**config.mk**
```make
export PLATFORM = sky130hd
export DESIGN_NAME = cpcr_isqrt_pipe
export DESIGN_NICKNAME = d
export VERILOG_FILES = /design/src/hdl/cpcr_pkg.sv /design/src/hdl/cpcr_isqrt_pipe.sv
export SDC_FILE = /design/constraint.sdc
export NUM_CORES = 1
export LEC_CHECK = 0
export ABC_CLOCK_PERIOD_IN_PS = 3400
export BUFFER_PORTS_ARGS = -buffer_cell sky130_fd_sc_hd__buf_4
export CORE_ASPECT_RATIO = 0.7
export CORE_UTILIZATION = 45
export CTS_CLUSTER_DIAMETER = 40
export DETAILED_ROUTE_END_ITERATION = 7
export HOLD_SLACK_MARGIN = 0.06
export PLACE_DENSITY_LB_ADDON = 0.25
export RECOVER_POWER = 50
export SYNTH_ARGS = -nofsm -noshare
export SYNTH_HDL_FRONTEND = slang
export SYNTH_SLANG_ARGS = --single-unit
```
**constraint.sdc**
```tcl
create_clock -name clk -period 3.4 [get_ports clk]
set_input_delay 0.34 -clock clk [delete_from_list [all_inputs] [get_ports clk]]
set_output_delay 0.34 -clock clk [all_outputs]
set_load 0.1 [all_outputs]
```
**src/hdl/cpcr_pkg.sv**
```systemverilog
package cpcr_pkg;

  localparam int LANES = 4;
  localparam int SQRT_SHIFT = 8;
  localparam int DEN_SHIFT = 2;

  localparam int LANE_FX = 0;
  localparam int LANE_FY = 1;
  localparam int LANE_SX = 2;
  localparam int LANE_SY = 3;

endpackage

```
**src/hdl/cpcr_isqrt_pipe.sv**
```systemverilog
module cpcr_isqrt_pipe #(
  parameter int N = 21
) (
  input  logic             clk,
  input  logic             en,
  input  logic [2*N-1:0]   din,
  output logic [N-1:0]     root
);
  import cpcr_pkg::*;

  logic [2*N-1:0] rad_r  [N-1];
  logic [N-1:0]   rem_r  [N-1];
  logic [N-1:0]   root_r [N];

  for (genvar i = 0; i < N; i++) begin : g_st
    logic [2*N-1:0] rad_i;
    logic [N-1:0]   root_i;
    logic [N-1:0]   rem_i;
    logic [N+1:0]   cur;
    logic [N+1:0]   trial;
    logic [N+1:0]   diff;
    logic           ge;

    if (i == 0) begin : g_first
      assign rad_i  = din;
      assign root_i = '0;
      assign rem_i  = '0;
    end else begin : g_next
      assign rad_i  = rad_r[i-1];
      assign root_i = root_r[i-1];
      assign rem_i  = rem_r[i-1];
    end

    assign cur   = {rem_i, rad_i[2*(N-1-i) +: 2]};
    assign trial = {root_i, 2'b01};
    assign ge    = cur >= trial;
    assign diff  = cur - trial;

    always_ff @(posedge clk) begin
      if (en) begin
        root_r[i] <= {root_i[N-2:0], ge};
      end
    end

    if (i < N-1) begin : g_carry
      always_ff @(posedge clk) begin
        if (en) begin
          rad_r[i] <= rad_i;
          rem_r[i] <= ge ? diff[N-1:0] : cur[N-1:0];
        end
      end
    end
  end

  assign root = root_r[N-1];

endmodule

```
==> reports/metrics.csv <==
metric,value,unit
grt_antenna_before_repair,0,
cts_tree,built,
ys_warn_count,0,
hold_violations,0,
postRouteAntennaNets,0,
dr.max_layer_used,met4,
cts_sinks,1045,
outcome,"finished, violations left",
slew_headroom,-0.212,
synthTopCellsByArea,"edfxtp_1 65%, ha_1 6.5%, xnor2_1 2.7%",
drc,0,
nets,4285,
violations,"capacitance limit, slew limit",
htree_levels,4,
met1_length,48200,um
drive_above_1_share,0.104,
static-leakage-power,21.7,nW
port-buffer-count,64,
arrival,3.68,ns
cap_viol_max_count,1,
final_max_slew_viol_count,54,
fmax,312,MHz
post-cts-setup-buffers,0,
whs_path_depth,2,
yosys.area.top_type,edfxtp_1,
wl_met2,34800,um
via_count,29100,
ys_seq_area_frac,0.648,
synth.most_common_cell,edfxtp_1,
placed_cell_area,0.0515,mm2
yosys_register_bits,1045,
reg2reg_to,rem_r[3][50],
synth_cell_types,83,
dp_slack,0.168,ns
drt-wirelength-per-cell,16.8,um
setup_tns,0,ns
path_class,reg2reg,
setup-violations-final,0,
diodes,0,
fin_util,0.528,
cp_max_fo,23,
synth_common_cells,"1045 x edfxtp_1, 322 x inv_1, 253 x ha_1, 234 x a21oi_1, 231 x nand2_1",
required,3.88,ns
drtIter0Drc,2402,
met3_length,7600,um
initial_core_util,0.455,
fin_crit_sh,0.943,
finalPower,0.0373,W
dieHeight,277,um
fin_area,0.0563,mm2
core,0.106,mm2
die_area,0.109,mm2
fin_ws,0.195,ns
syn_avg_cell_area,13.1,um2
synth_edf_count,1045,
ios,65,
root_buffer,clkbuf_16,
clk_path_buf_depth,3,
hp-class,in2reg,
syn_inst,3702,
grt_max_degree,86,
grt_first_pass_wirelength,149000,um
rrSetupSlack,0.19,ns
timing.clock.skew,0.0293,ns
worstSkewPairLatency,0.75,ns
worstMarginPinSlew,1.82,ns
synthDominantCellAreaShare,0.648,
r2r_start,rem_r[3][22],
synth-main-ff-cell,edfxtp_1,
place_hpwl,65500,um
crit_path_start,rem_r[3][22],
worst_setup_path_end_kind,flop,
clkTransAtPathRegs,0.06,ns
p_per_area,664,mW/mm2
firstDrtPassIters,5,
viasPerCell,5.27,
area_delta_synth_final,16.1,%
hold_start,din[27],
grt_pass1_vias,27500,
grt_overflow,0,
synth_nets,3999,
gr-usage-all-layers,0.170,
holdPathEnd,rad_r[0][27],
gp_congestion,0.880,
vdd_drop_max,0.000562,V
cts_inserted_buffers,135,
worstSetupStartpointType,flop,
syn_area,0.0485,mm2
core.rowCount,100,
die_x,394,um
rsz0062_at_grt,no,
r2r_cells,9,
min_period,3.21,ns
async_flop_share,0,
drt-total-wl,92500,um
-- final cells by class --
class | instances | area (um2)
inverter | 324 | 1220
sequential | 1045 | 31400
fill | 8815 | 50200
timing repair buffer | 205 | 1730
tap | 1428 | 1790
multi-input combinational | 2277 | 15700
clock inverter | 87 | 930
clock buffer | 153 | 3530
-- cell families after synthesis --
kind of cell | synth area share
adders and majority gates | 0.0653
other | 0.0000774
muxes | 0.0101
DFF | 0.648
xor gates and xnor gates | 0.0528
buffers and inverters | 0.0298
and+or+nand+nor | 0.0952
AOI/OAI and AO/OA | 0.0990
-- stage by stage --
stage               hold slack (ns)  cells
finish                        0.322   5519
global placement              0.400   5235
CTS                           0.232   5519
global route                  0.288   5519
floorplan                     0.400   3702
detailed placement            0.405   5235
-- layout by cell type (no fill, tap or decap), types with 43 or more instances in the layout --
cell type,instances
xnor2_1,148
nor2_1,228
edfxtp_1,1045
buf_4,85
nand2b_1,50
dlygate4sd3_1,44
nor3_1,76
xor2_1,144
a21oi_1,234
a21o_1,65
o21a_1,51
nand3_1,63
o21ai_0,201
clkbuf_16,139
nand2_1,231
clkbuf_4,44
ha_1,253
or3_1,43
inv_1,322
-- critical path: stages (launching register included) --
cell,delay [ns]
edfxtp_1,0.39
ha_1,0.41
o211ai_1,0.19
a2111oi_1,0.56
buf_4,0.21
o31ai_1,0.12
o21a_1,0.25
o31ai_4,0.25
buf_12,0.21
mux2_2,0.34
-- worst max path at each step --
stage	to	slack, ns	cells after the start
after floorplan	rem_r[4][47]	0.51	7
after global routing	rem_r[3][50]	0.004	10
after CTS	rem_r[3][50]	0.13	9
after detailed placement	rem_r[3][47]	0.17	9
after global placement	rem_r[3][46]	0.12	9
final	rem_r[3][50]	0.19	9
-- flip-flops by register name, indices dropped and copies added, names as in the netlist --
register  flops
root_r      231
rad_r       420
rem_r       394
-- repair_timing --
item | in CTS | in global routing
endpoints found under the setup margin | 0 | 8
hold endpoints to repair | 65 | 0
resized for setup | 0 | 3
hold buffers | 44 | 0
-- metal layers --
layer  global-route usage  vias up
li1                     -    14400
met1                0.273    13700
met2                0.216      853
met3               0.0479      153
met4               0.0573        0
met5                    0        -
-- report_power, final --
group,switching (W),internal [W]
Clock,0.00560,0.00841
Sequential,0.000899,0.0161
Combinational,0.00367,0.00265
(Power assumes the default switching activity.)
